$ cat src/sv/ll1p_pkg.sv
// ll1p_pkg: shared types and constants for the table-driven ll(1) parser
`timescale 1ns / 1ps
`default_nettype none
package ll1p_pkg;

   // symbol and field widths
   localparam int SYM_W    = 6;
   localparam int TERM_W   = 5;
   localparam int PROD_W   = 8;
   localparam int LEN_W    = 4;
   localparam int SLOT_W   = 3;
   localparam int DEPTH_W  = 9;
   localparam int STEP_W   = 16;
   localparam int ENTRY_W  = 9;
   localparam int TBL_AW   = 10;
   localparam int TBL_DEPTH = 1024;

   // configuration reset values
   localparam logic [SYM_W-1:0]  START_RESET = 6'd32;
   localparam logic [STEP_W-1:0] LIMIT_RESET = 16'd5000;

   // configuration register indexes
   localparam logic CSR_START_SYMBOL = 1'b0;
   localparam logic CSR_STEP_LIMIT   = 1'b1;

   typedef enum logic [2:0] {
      CMD_START  = 3'd0,
      CMD_TOKEN  = 3'd1,
      CMD_TABLE  = 3'd2,
      CMD_RHS    = 3'd3,
      CMD_LEN    = 3'd4
   } cmd_type;

   typedef enum logic [2:0] {
      STS_CONSUMED   = 3'd0,
      STS_ACCEPTED   = 3'd1,
      STS_AFTER_END  = 3'd2,
      STS_MISMATCH   = 3'd3,
      STS_NO_RULE    = 3'd4,
      STS_OVERFLOW   = 3'd5,
      STS_STEP_LIMIT = 3'd6,
      STS_ACK        = 3'd7
   } status_type;

   typedef enum logic [1:0] {
      EXP_ZERO  = 2'd0,
      EXP_RDATA = 2'd1,
      EXP_TOS   = 2'd2
   } exp_sel_type;

   typedef enum logic [3:0] {
      ST_CLEAR,
      ST_IDLE,
      ST_DECODE,
      ST_INIT1,
      ST_LOOP,
      ST_EVAL,
      ST_TBL,
      ST_LEN,
      ST_PUSH_RD,
      ST_PUSH_WR,
      ST_OVF
   } state_type;

   // controller to datapath
   typedef struct packed {
      logic        latch;
      logic        clr_wr;
      logic        init0;
      logic        init1;
      logic        tos_load;
      logic        step_inc;
      logic        pop;
      logic        tbl_wr;
      logic        load_prod;
      logic        len_wr;
      logic        rhs_wr;
      logic        load_cnt;
      logic        rhs_rd;
      logic        push;
      logic        act_set;
      logic        act_clr;
      logic        rsp;
      status_type  rsp_status;
      exp_sel_type exp_sel;
   } ctrl_cmd_type;

   // datapath to controller
   typedef struct packed {
      cmd_type cmd;
      logic    active;
      logic    clr_done;
      logic    top_zero;
      logic    step_hit;
      logic    tos_zero;
      logic    tos_term;
      logic    tos_match;
      logic    term_zero;
      logic    entry_valid;
      logic    cnt_zero;
      logic    stk_full;
   } dp_stat_type;

endpackage
`default_nettype wire

$ cat src/sv/ll1p_ctrl.sv
// ll1p_ctrl: sequencer for commands, expansions and pushes
`timescale 1ns / 1ps
`default_nettype none
module ll1p_ctrl (
   input  wire logic                  clock,
   input  wire logic                  reset,
   input  wire logic                  start,
   output logic                       busy,
   input  wire ll1p_pkg::dp_stat_type stat,
   output ll1p_pkg::ctrl_cmd_type     cmd
);
   ll1p_pkg::state_type state_ff, state_in;

   // state register
   always_ff @(posedge clock) begin
      if (reset) begin
         state_ff <= ll1p_pkg::ST_CLEAR;
      end else begin
         state_ff <= state_in;
      end
   end

   // next state and commands
   always_comb begin
      state_in = state_ff;
      cmd = '0;
      cmd.rsp_status = ll1p_pkg::STS_ACK;
      cmd.exp_sel = ll1p_pkg::EXP_ZERO;
      case (state_ff)
         ll1p_pkg::ST_CLEAR: begin
            cmd.clr_wr = 1'b1;
            if (stat.clr_done) begin
               state_in = ll1p_pkg::ST_IDLE;
            end
         end
         ll1p_pkg::ST_IDLE: begin
            if (start) begin
               cmd.latch = 1'b1;
               state_in = ll1p_pkg::ST_DECODE;
            end
         end
         ll1p_pkg::ST_DECODE: begin
            state_in = ll1p_pkg::ST_IDLE;
            case (stat.cmd)
               ll1p_pkg::CMD_START: begin
                  cmd.init0 = 1'b1;
                  state_in = ll1p_pkg::ST_INIT1;
               end
               ll1p_pkg::CMD_TOKEN: begin
                  if (stat.active) begin
                     state_in = ll1p_pkg::ST_LOOP;
                  end else begin
                     cmd.rsp = 1'b1;
                     cmd.rsp_status = ll1p_pkg::STS_AFTER_END;
                  end
               end
               ll1p_pkg::CMD_TABLE: begin
                  cmd.tbl_wr = 1'b1;
                  cmd.rsp = 1'b1;
               end
               ll1p_pkg::CMD_RHS: begin
                  cmd.rhs_wr = 1'b1;
                  cmd.rsp = 1'b1;
               end
               ll1p_pkg::CMD_LEN: begin
                  cmd.len_wr = 1'b1;
                  cmd.rsp = 1'b1;
               end
               default: begin
                  cmd.rsp = 1'b1;
               end
            endcase
         end
         ll1p_pkg::ST_INIT1: begin
            cmd.init1 = 1'b1;
            cmd.act_set = 1'b1;
            cmd.rsp = 1'b1;
            state_in = ll1p_pkg::ST_IDLE;
         end
         ll1p_pkg::ST_LOOP: begin
            if (stat.top_zero) begin
               cmd.rsp = 1'b1;
               cmd.rsp_status = ll1p_pkg::STS_ACCEPTED;
               cmd.act_clr = 1'b1;
               state_in = ll1p_pkg::ST_IDLE;
            end else begin
               state_in = ll1p_pkg::ST_EVAL;
            end
         end
         ll1p_pkg::ST_EVAL: begin
            cmd.tos_load = 1'b1;
            state_in = ll1p_pkg::ST_IDLE;
            if (stat.step_hit) begin
               cmd.rsp = 1'b1;
               cmd.rsp_status = ll1p_pkg::STS_STEP_LIMIT;
               cmd.exp_sel = ll1p_pkg::EXP_RDATA;
               cmd.act_clr = 1'b1;
            end else begin
               cmd.step_inc = 1'b1;
               if (stat.tos_zero) begin
                  // end marker on top
                  cmd.rsp = 1'b1;
                  cmd.act_clr = 1'b1;
                  cmd.rsp_status = stat.term_zero ? ll1p_pkg::STS_ACCEPTED
                                                  : ll1p_pkg::STS_MISMATCH;
               end else if (stat.tos_term) begin
                  cmd.rsp = 1'b1;
                  if (stat.tos_match) begin
                     cmd.pop = 1'b1;
                     cmd.rsp_status = ll1p_pkg::STS_CONSUMED;
                  end else begin
                     cmd.rsp_status = ll1p_pkg::STS_MISMATCH;
                     cmd.exp_sel = ll1p_pkg::EXP_RDATA;
                     cmd.act_clr = 1'b1;
                  end
               end else begin
                  state_in = ll1p_pkg::ST_TBL;
               end
            end
         end
         ll1p_pkg::ST_TBL: begin
            if (stat.entry_valid) begin
               cmd.pop = 1'b1;
               cmd.load_prod = 1'b1;
               state_in = ll1p_pkg::ST_LEN;
            end else begin
               cmd.rsp = 1'b1;
               cmd.rsp_status = ll1p_pkg::STS_NO_RULE;
               cmd.exp_sel = ll1p_pkg::EXP_TOS;
               cmd.act_clr = 1'b1;
               state_in = ll1p_pkg::ST_IDLE;
            end
         end
         ll1p_pkg::ST_LEN: begin
            cmd.load_cnt = 1'b1;
            state_in = ll1p_pkg::ST_PUSH_RD;
         end
         ll1p_pkg::ST_PUSH_RD: begin
            if (stat.cnt_zero) begin
               state_in = ll1p_pkg::ST_LOOP;
            end else if (stat.stk_full) begin
               state_in = ll1p_pkg::ST_OVF;
            end else begin
               cmd.rhs_rd = 1'b1;
               state_in = ll1p_pkg::ST_PUSH_WR;
            end
         end
         ll1p_pkg::ST_PUSH_WR: begin
            cmd.push = 1'b1;
            state_in = ll1p_pkg::ST_PUSH_RD;
         end
         ll1p_pkg::ST_OVF: begin
            cmd.rsp = 1'b1;
            cmd.rsp_status = ll1p_pkg::STS_OVERFLOW;
            cmd.exp_sel = ll1p_pkg::EXP_RDATA;
            cmd.act_clr = 1'b1;
            state_in = ll1p_pkg::ST_IDLE;
         end
         default: begin
            state_in = ll1p_pkg::ST_IDLE;
         end
      endcase
   end

   assign busy = (state_ff != ll1p_pkg::ST_IDLE);
endmodule
`default_nettype wire

$ cat config.mk
export PLATFORM = sky130hd
export DESIGN_NAME = ll1p_ctrl
export DESIGN_NICKNAME = d
export VERILOG_FILES = /design/src/sv/ll1p_pkg.sv /design/src/sv/ll1p_ctrl.sv
export SDC_FILE = /design/constraint.sdc
export NUM_CORES = 1
export LEC_CHECK = 0
export BUFFER_PORTS_ARGS = -buffer_cell sky130_fd_sc_hd__buf_2
export CORE_MARGIN = 2
export CORE_UTILIZATION = 38
export CTS_BUF_LIST = sky130_fd_sc_hd__clkbuf_16
export DETAILED_ROUTE_END_ITERATION = 10
export HOLD_SLACK_MARGIN = 0.15
export MAX_ROUTING_LAYER = met4
export PLACE_DENSITY_LB_ADDON = 0.2
export SETUP_SLACK_MARGIN = 0.02
export SYNTH_ARGS = -nofsm -noshare
export SYNTH_HDL_FRONTEND = slang
export SYNTH_SLANG_ARGS = --single-unit
$ cat constraint.sdc
create_clock -name clock -period 1.85 [get_ports clock]
set_input_delay 0.37 -clock clock [delete_from_list [all_inputs] [get_ports clock]]
set_output_delay 0.37 -clock clock [all_outputs]
set_load 0.02 [all_outputs]
== After elaboration in Yosys (flattened, before gate mapping) ==
Cells that the tools add are included.

* Flip-flop bits (word level): 4
* Input bits: 17
* Output and inout port bits: 23
* Word-level logic and storage cells: 76

* Equality and inequality tests: 17
* Muxes and demuxes: 53
* Reduce and logical (&&, ||, !) cells: 5

{| class="wikitable"
|+ Operators by type and width
! operator !! number
|-
| $pmux 4 s8 || 1
|-
| $mux 1 || 22
|-
| $mux 3 || 7
|-
| $mux 7 || 3
|-
| $eq 4x3->1 const B || 4
|-
| $mux 4 || 4
|-
| $pmux 3 s5 || 1
|-
| $mux 2 || 7
|-
| $eq 4x4->1 const B || 3
|-
| $mux 5 || 2
|-
| $eq 4x2->1 const B || 2
|-
| $pmux 4 s2 || 1
|-
| $eq 3x2->1 const B || 2
|-
| $pmux 2 s3 || 1
|-
| $pmux 1 s5 || 1
|-
| $eq 4x1->1 const B || 1
|-
| $logic_not 4->1 || 1
|-
| $ne 2x2->1 const B || 2
|-
| $ne 4x1->1 const B || 1
|-
| $pmux 1 s2 || 2
|-
| $pmux 1 s4 || 1
|-
| $reduce_or 2->1 || 2
|-
| $eq 3x1->1 const B || 1
|-
| $eq 3x3->1 const B || 1
|-
| 2 further kinds || 2
|}

== Longest topological paths before layout ==
Gate-level depths: netlist of the first run.

* Depth after elaboration: 5
* Mapped depth: 6
* Depth with buffers taken out: 5

== Worst setup path before layout of the first run ==
OpenSTA, ideal clock, no wires.

* Path type: register to output
* Start point: register state_ff[3]
* End point: output cmd[12] (netlist name)
* Arrival time: 1.688 ns
* Required time: 1.480 ns
* Slack: -0.208 ns
* Stages on the path, launching flop included: 5
* Buffers on the path: 1
* Cells stage by stage: dfxtp_1 > buf_6 > or4b_4 > or2_1 > nor3b_1

{| class="wikitable"
|+ RTL lines
! what !! line !! RTL
|-
| start: declaration || ll1p_ctrl.sv:12 || <nowiki>ll1p_pkg::state_type state_ff, state_in;</nowiki>
|-
| start signal: assignment || ll1p_ctrl.sv:17 || <nowiki>state_ff <= ll1p_pkg::ST_CLEAR;</nowiki>
|-
| start signal: assignment || ll1p_ctrl.sv:19 || <nowiki>state_ff <= state_in;</nowiki>
|-
| end: declaration || ll1p_ctrl.sv:10 || <nowiki>output ll1p_pkg::ctrl_cmd_type cmd</nowiki>
|}

==> results.yml, run 1 <==
run_status:
  run_status: "complete, but fails checks"
  violations: "negative setup slack"
power:
  peakVddDrop_uv: 609.9
  power_uw: 553.9
  pwr_density_cell_nw_per_um2: 437.0
  p_leak_nw: 0.6079
grt:
  grtUsageTotal: 0.2732
  grt_overflow_total: 0
  grt_max_degree: 16
  grt_pass1_vias: 942
  grt_pass1_wl_mm: 3.967
  antenna_found_initial: 0
worst_setup_path:
  cp_num_buf_inv: 2
  slowest_stage: "or4b_4"
  worstPathArrival_ns: 1.81
  crit_path_end_kind: "output pin"
  worstSetupStartpointType: "register"
  crit_chain: "or4b_4 > or2_4 > or3_4 > inv_4 > buf_6"
  cpPeakStageDelay_ns: 0.54
  worstPathMaxFanout: 2
  cp_top_family: "simple AND/OR/NAND/NOR gates"
  cp_data_required_time_ns: 1.48
  criticalPathCategory: "register to output pin"
clock_network:
  numCtsBuffers: 3
  clock_latency_ns: 0.22
  root_buffer: "clkbuf_16"
  cts_hold_buffers: 0
  h-tree-depth: 1
  clock-sinks: 4
  cts_tree: "done"
  path_clk_slew_ns: 0.03
  cts.path.max_buffers: 2
synthesis:
  synth_top_flop_cell: "dfxtp_1"
  synth_edf_count: 0
  syn_inst: 106
  ys_types: 37
  synth_warnings: 0
  syn-cell-area_sq_um: 658.1
  synth_top_cell_area_share: 0.1217
  synth_nets: 123
  ys_async_sr_fraction: 0
  ys_seq_area_frac: 0.1217
  yosysTopAreaCell: "dfxtp_1"
  synthTopCellsByArea: "dfxtp_1, nor2_1, a21oi_1, o21ai_0, nand2b_1"
  ys_seq_elements: 4
  synth.avg_cell_area_sq_um: 6.209
drt:
  routed_wirelength_mm: 2.646
  ant_nets: 0
  drt_first_pass_iters: 4
  vias: 1040
  drc: 0
  dr.first_iter.drc_count: 19
  routed_via_density: 5.714
  wl_per_cell_um: 14.54
hold_path:
  worstHoldPathType: "input pin to register"
place:
  dp_hpwl_mm: 1.774
  io_buffers: 39
  gp_congestion: 0.7939
flow_run:
  drv_cap: 0
floorplanning:
  floorplan.rows: 15
  core_sq_um: 1670
  die_w_um: 45.62
  ios: 40
  initial_core_util: 0.3940
  dieArea_sq_um: 2081
  dieHeight_um: 45.62
layout:
  nNetsFinal: 184
  largest_reg_flops: 4
  drive_gt1_frac: 0.5515
  final.fill_count: 136
  register_area_sq_um: 80.08
  reg_top3: "state_ff (4)"
  multi_input_area_sq_um: 620.6
  syn2layout_area_growth_pct: 92.59
  largest-register: "state_ff"
  num_antenna_cells: 0
sta:
  setup_viol: 5
  drv_slew: 0
  grt_setup_unrepaired: "true"
  fin_crit_ns: 2.181
  hold_violations: 0
  timing.hold.ws_ns: 0.3782
  fin_skew_ns: 0.0007762
  tightest_slew_ns: 0.2778
  worst_slack_ns: -0.3315
  maxSlewHeadroom: 0.8134
  finalCritPeriodShare: 1.179
  max_freq_ghz: 0.4584
## per-layer routing
metal | vias up | part of all wire | GRT usage
met2 | 39 | 0.53 | 0.4732
met4 | 0 | 0.022 | 0.1529
met5 | - | 0 | -
met1 | 491 | 0.40 | 0.2952
li1 | 502 | - | -
met3 | 8 | 0.040 | 0.03571
## cell usage in the layout (no fill, tap or decap), drive strengths merged, types with 2 or more instances in the layout
| cell | synthesis | routed |
|---|---|---|
| nand2b | 6 | 6 |
| nand3 | 3 | 3 |
| nor3 | 6 | 6 |
| buf | 2 | 62 |
| nand2 | 8 | 8 |
| nor2b | 4 | 4 |
| and3 | 2 | 2 |
| clkbuf | 4 | 3 |
| nor3b | 3 | 3 |
| nor4 | 2 | 2 |
| inv | 8 | 8 |
| dfxtp | 4 | 4 |
| a21oi | 10 | 10 |
| or2 | 3 | 3 |
| o21ai | 8 | 8 |
| nor2 | 14 | 14 |
## where the power goes
part / switching (mW) / total, mW / internal, mW
clock network: 0.0568 / 0.333 / 0.276
logic: 0.0760 / 0.131 / 0.0545
registers: 0.00122 / 0.0908 / 0.0895
total: 0.134 / 0.554 / 0.420
## per-stage QoR
step	TNS, ns	cells	utilization	instance area [sq um]	setup slack [ns]
2_1_floorplan	-0.1469	106	-	681.9	-0.1039
4_1_cts	-1.283	181	0.7161	1196	-0.3345
3_5_place_dp	-0.2898	171	0.5843	975.9	-0.1385
3_3_place_gp	-0.1879	171	0.5843	975.9	-0.1139
5_1_grt	-1.630	182	0.7588	1267	-0.3566
6_report	-1.276	182	0.7588	1267	-0.3315
## worst paths after layout
| kind | cells after the start | startpoint | slack [ns] | endpoint |
|---|---|---|---|---|
| min | 2 | reset | 0.38 | state_ff[3]$_SDFFE_PP0P_ |
| max reg2reg | 7 | state_ff[2]$_SDFFE_PP0P_ | 0.08 | state_ff[2]$_SDFFE_PP0P_ |
| max | 5 | state_ff[2]$_SDFFE_PP0P_ | -0.33 | cmd[19] |
| min reg2reg | 4 | state_ff[0]$_SDFFE_PP0P_ | 0.81 | state_ff[1]$_SDFFE_PP0P_ |
## Yosys cell counts, types with 2 or more instances
| master | n |
|---|---|
| nor4_1 | 2 |
| and3_1 | 2 |
| o21ai_0 | 8 |
| nand2_1 | 8 |
| clkbuf_1 | 4 |
| nand3_1 | 3 |
| nor2_1 | 14 |
| dfxtp_1 | 4 |
| inv_1 | 8 |
| nand2b_1 | 6 |
| or2_2 | 2 |
| nor3_1 | 6 |
| nor2b_1 | 4 |
| a21oi_1 | 10 |
| nor3b_1 | 3 |
## repair_timing
action                                  in CTS  in global routing
gates resized for setup                     27                 19
cloned                                       0                  0
pin swaps                                    4                  6
endpoints found under the setup margin      14                 16
endpoints found under the hold margin        0                  0
buffers inserted                             7                  1
## area by class of cell
cell class	instances	share of cell area
timing repair buffer	62	0.3435
clock buffer	3	0.05923
multi-input combinational	88	0.4896
sequential	4	0.06318
tap	17	0.01678
inverter	8	0.02764
## kinds of logic (layout without fill, tap and decap cells)
logic type | after synthesis | after routing | share of synthesized area
buffers and inverters | 14 | 73 | 0.09696
DFF | 4 | 4 | 0.1217
AOI/OAI and AO/OA | 31 | 31 | 0.3042
and+or+nand+nor | 57 | 57 | 0.4772
## worst register-to-register path: cells and delay by family, from the launching register on
| family | cells | cell delay, ns |
|---|---|---|
| AOI/OAI and AO/OA | 2 | 0.25 |
| DFF | 1 | 0.30 |
| buffers and inverters | 3 | 0.39 |
| and+or+nand+nor | 2 | 0.76 |
Note: power is estimated with default switching activity, not from simulation.
==> inputs of run 2 (changes only) <==
--- a/config.mk
+++ b/config.mk
@@ -10,6 +10,7 @@
 export CORE_UTILIZATION = 38
 export CTS_BUF_LIST = sky130_fd_sc_hd__clkbuf_16
 export DETAILED_ROUTE_END_ITERATION = 10
+export GPL_TIMING_DRIVEN = 0
 export HOLD_SLACK_MARGIN = 0.15
 export MAX_ROUTING_LAYER = met4
 export PLACE_DENSITY_LB_ADDON = 0.2
==> run 2 against run 1 <==
Effect of this change: the run still ends with negative setup slack left; combinational power about the same; clock skew about the same; flip-flop and latch count unchanged; worst setup slack worse by 0.075 ns; total power down 0.28%; critical path depth unchanged; highest routed layer unchanged.
==> results.yml, run 2 (synthesis gave the netlist of run 1 again) <==
run_status:
  run_status: "complete, but fails checks"
  violations: "negative setup slack"
clock_network:
  numCtsBuffers: 3
  clock-sinks: 4
  root_buffer: "clkbuf_16"
  path_clk_slew_ns: 0.03
  cts.path.max_buffers: 2
  cts_tree: "done"
  h-tree-depth: 1
  clock_latency_ns: 0.22
floorplanning:
  floorplan.rows: 15
  ios: 40
  core_sq_um: 1670
  initial_core_util: 0.3940
  die_w_um: 45.62
  dieHeight_um: 45.62
  dieArea_sq_um: 2081
power:
  pwr_density_cell_nw_per_um2: 431.1
  peakVddDrop_uv: 585.3
  p_leak_nw: 0.5856
  power_uw: 552.3
sta:
  tightest_slew_ns: 0.3130
  hold_violations: 0
  maxSlewHeadroom: 0.7897
  fin_crit_ns: 2.256
  max_freq_ghz: 0.4432
  grt_setup_unrepaired: "true"
  fin_skew_ns: 0.0005859
  worst_slack_ns: -0.4063
  setup_viol: 10
  finalCritPeriodShare: 1.220
  drv_slew: 0
drt:
  routed_via_density: 5.977
  vias: 1058
  ant_nets: 0
  dr.first_iter.drc_count: 23
  wl_per_cell_um: 16.23
  drc: 0
  routed_wirelength_mm: 2.873
  drt_first_pass_iters: 4
layout:
  largest_reg_flops: 4
  final_common_cell: "buf_2"
  nNetsFinal: 179
  largest-register: "state_ff"
  drive_gt1_frac: 0.5750
  num_antenna_cells: 0
  final_cell_area_sq_um: 1281
  reg_top3: "state_ff (4)"
  post-route-util: 0.7670
  syn2layout_area_growth_pct: 94.68
  final_cell_mix: "buf_2, buf_4, nor2_1, buf_6, nand2_1"
worst_setup_path:
  worstPathArrival_ns: 1.89
  worstSetupStartpointType: "register"
  rr_worst_depth: 5
  crit_path_end_kind: "output pin"
  ff2ff_setup_slack_ns: -0.13
  worstPathMaxFanout: 5
  criticalPathCategory: "register to output pin"
  cp_data_required_time_ns: 1.48
place:
  placed_area_sq_um: 898.4
  dp_hpwl_mm: 1.673
  gp_congestion: 0.8134
  io_buffers: 39
  pre_cts_ws_ns: -0.2833
grt:
  grt_pass1_vias: 862
  grt_pass1_wl_mm: 3.753
  grt_max_degree: 11
  grtUsageTotal: 0.2536
  antenna_found_initial: 0
  grt_overflow_total: 0
flow_run:
  drv_cap: 0
hold_path:
  worstHoldPathType: "input pin to register"
  min_delay_path_depth: 2
-- run 2: area by class of cell --
cell class                 count  area (sq um)
timing repair buffer          52         357.8
buffer                         5         61.31
fill                         133         389.1
sequential                     4         90.09
tap                           17         21.27
multi-input combinational     88         640.6
clock buffer                   3         75.07
inverter                       8         35.03
-- run 2: per-layer routing --
metal  GRT usage  share of wire  vias to the layer above
li1            -              -                      491
met1      0.2990           0.41                      496
met2      0.4394           0.51                       64
met3     0.02381          0.055                        7
met4     0.09412          0.023                        0
met5           -              0                        -
-- run 2: repair_timing --
action                                  4_1_cts  5_1_grt
pin swaps                                    13       10
hold buffers                                  0        0
endpoints found under the setup margin       16       16
buffers inserted                              9        5
resized for setup                            52       17
-- run 2: power breakdown --
| part | total (mW) | switching, mW | leakage (nW) | internal, mW |
|---|---|---|---|---|
| combinational | 0.129 | 0.0766 | 0.514 | 0.0520 |
| sequential | 0.0920 | 0.00451 | 0.0349 | 0.0875 |
| clock | 0.332 | 0.0560 | 0.0370 | 0.276 |
-- run 2: per-stage QoR --
stage / hold WS, ns / instances / setup TNS, ns
finish: 0.3717 / 177 / -1.802
global route: 0.3903 / 177 / -2.229
CTS: 0.3636 / 174 / -2.092
detailed placement: 0.5888 / 162 / -0.7562
global placement: 0.5780 / 162 / -0.6276
floorplan: 0.4391 / 106 / -0.1469
-- run 2: worst paths after layout --
kind | from | endpoint
worst max register to register | state_ff[2]$_SDFFE_PP0P_ | state_ff[1]$_SDFFE_PP0P_
worst min-delay path | reset | state_ff[2]$_SDFFE_PP0P_
worst min register to register | state_ff[3]$_SDFFE_PP0P_ | state_ff[2]$_SDFFE_PP0P_
worst max-delay path | state_ff[2]$_SDFFE_PP0P_ | cmd[19]
-- run 2: worst max-delay path: stages, from the launching register on --
cell and delay (ns):
dfxtp_4 0.35, or4b_4 0.53, or2_4 0.25, or3_4 0.38, inv_4 0.06, buf_6 0.10
==> inputs of run 3 (changes only) <==
--- a/config.mk
+++ b/config.mk
@@ -14,6 +14,8 @@
 export HOLD_SLACK_MARGIN = 0.15
 export MAX_ROUTING_LAYER = met4
 export PLACE_DENSITY_LB_ADDON = 0.2
+export RECOVER_POWER = 25
+export REMOVE_ABC_BUFFERS = 1
 export SETUP_SLACK_MARGIN = 0.02
 export SYNTH_ARGS = -nofsm -noshare
 export SYNTH_HDL_FRONTEND = slang
==> constraint.sdc (replaced) <==
create_clock -name clock -period 1.9 [get_ports clock]
set_input_delay 0.38 -clock clock [delete_from_list [all_inputs] [get_ports clock]]
set_output_delay 0.38 -clock clock [all_outputs]
set_load 0.02 [all_outputs]
==> run 3 against run 2 <==
Effect of this change: the run still ends with negative setup slack left; sequential power shrank 7.5%; register-to-register slack gained 0.13 ns; cell count shrank 2.3%; non-clock buffer count shrank 4; total power shrank 4.8%; global-route usage shrank 1.2 points; clock skew is essentially flat; via count shrank 6.2%; flip-flop and latch count is the same.
==> results.yml, run 3 (synthesis gave the netlist of run 1 again) <==
run_status:
  violations: "negative setup slack"
  run_status: "complete, but fails checks"
clock_network:
  cts.path.max_buffers: 2
  h-tree-depth: 1
  path_clk_slew_ns: 0.03
  clock_latency_ns: 0.22
  root_buffer: "clkbuf_16"
  numCtsBuffers: 3
  clock-sinks: 4
  cts_hold_buffers: 0
  cts_tree: "done"
layout:
  num_antenna_cells: 0
  drive_gt1_frac: 0.5449
  final_cell_mix: "buf_2, buf_4, nor2_1, nand2_1, a21oi_1"
  largest_reg_flops: 4
  final.fill_count: 134
  syn2layout_area_growth_pct: 80.61
  final_common_cell: "buf_2"
  largest-register: "state_ff"
  reg_top3: "state_ff (4)"
  nNetsFinal: 175
sta:
  fin_skew_ns: 0.0005233
  fin_crit_ns: 2.220
  drv_slew: 0
  tightest_slew_ns: 0.3153
  setup_viol: 8
  max_freq_ghz: 0.4505
  timing.hold.ws_ns: 0.3764
  grt_setup_unrepaired: "true"
  finalSetupTns_ns: -1.327
  maxSlewHeadroom: 0.7898
  worst_slack_ns: -0.3200
  finalCritPeriodShare: 1.168
  hold_violations: 0
drt:
  routed_wirelength_mm: 2.461
  drc: 0
  vias: 992
  ant_nets: 0
  dr.first_iter.drc_count: 14
  routed_via_density: 5.734
  wl_per_cell_um: 14.23
  drt_first_pass_iters: 4
hold_path:
  worstHoldPathType: "input pin to register"
  worstHoldStart: "reset"
  min_delay_path_depth: 2
  min_to: "state_ff[3]$_SDFFE_PP0P_"
worst_setup_path:
  cpPeakStageDelay_ns: 0.54
  ff2ff_setup_slack_ns: 0
  worstSetupStartpointType: "register"
  criticalPathCategory: "register to output pin"
  worstPathMaxFanout: 2
  crit_chain: "or4b_4 > or2_4 > or3_4 > inv_2 > buf_6"
  cp_data_required_time_ns: 1.52
  crit_path_end_kind: "output pin"
  rr_startpoint: "state_ff[0]$_SDFFE_PP0P_"
  slowest_stage: "or4b_4"
  rr_worst_depth: 5
  worstPathArrival_ns: 1.84
  r2r_end: "state_ff[1]$_SDFFE_PP0P_"
place:
  gp_congestion: 0.7869
  dp_hpwl_mm: 1.531
  io_buffers: 39
grt:
  grt_max_degree: 16
  grt_pass1_vias: 816
  grt_pass1_wl_mm: 3.546
  grtUsageTotal: 0.2412
  grt_overflow_total: 0
  antenna_found_initial: 0
floorplanning:
  die_w_um: 45.62
  floorplan.rows: 15
  core_sq_um: 1670
  dieArea_sq_um: 2081
  initial_core_util: 0.3940
  dieHeight_um: 45.62
  ios: 40
power:
  peakVddDrop_uv: 508.7
  power_uw: 525.9
  pwr_density_cell_nw_per_um2: 442.4
  p_leak_nw: 0.5609
flow_run:
  drv_cap: 0
[run 3: power by group]
part           leakage, nW  total [mW]  internal, mW  switching, mW
registers           0.0355      0.0851        0.0833        0.00180
logic                0.488       0.116        0.0458         0.0705
clock network       0.0370       0.324         0.269         0.0559
total                0.561       0.526         0.398          0.128
[run 3: area by class of cell]
cell class                      instances  area, sq um  area share
Tap cell                               17        21.27     0.01789
Timing Repair Buffer                   53        345.3      0.2905
Multi-Input combinational cell         88        621.8      0.5232
Clock buffer                            3        75.07     0.06316
Sequential cell                         4        95.09     0.08000
Inverter                                8        30.03     0.02526
[run 3: worst max-delay path: cells and delay by family (launching register included)]
kind,cells,cell delay [ns]
buffers and inverters,2,0.16
and+or+nand+nor,3,1.11
DFF,1,0.33
[run 3: timing repair]
item,4_1_cts,5_1_grt
setup endpoints to repair,15,14
setup buffers,9,5
resized for setup,30,19
pin swaps,3,5
[run 3: how the worst max path moves through the flow]
stage                                   startpoint      end  slack, ns  cells past startpoint
final                     state_ff[0]$_SDFFE_PP0P_  cmd[19]      -0.32                      5
after global routing      state_ff[0]$_SDFFE_PP0P_  cmd[19]      -0.36                      5
after CTS                 state_ff[0]$_SDFFE_PP0P_  cmd[19]      -0.32                      5
after detailed placement  state_ff[1]$_SDFFE_PP0P_  cmd[19]      -0.44                      5
after global placement    state_ff[1]$_SDFFE_PP0P_  cmd[19]      -0.42                      5
after floorplan           state_ff[1]$_SDFFE_PP0P_  cmd[12]      -0.29                      3
[run 3: layer usage]
layer,GRT usage,wire (um)
met1,0.3088,1069
met2,0.3803,1229
met3,0.03571,103
met4,0.08824,59
met5,-,0
[run 3: through the flow]
step	worst slack, ns	std cells	utilization	instance area (sq um)
after floorplan	-0.2894	100	-	624.3
after global placement	-0.4175	156	0.5034	840.8
after detailed placement	-0.4372	156	0.5034	840.8
after CTS	-0.3226	168	0.6434	1075
after global routing	-0.3562	173	0.7116	1189
final	-0.3200	173	0.7116	1189
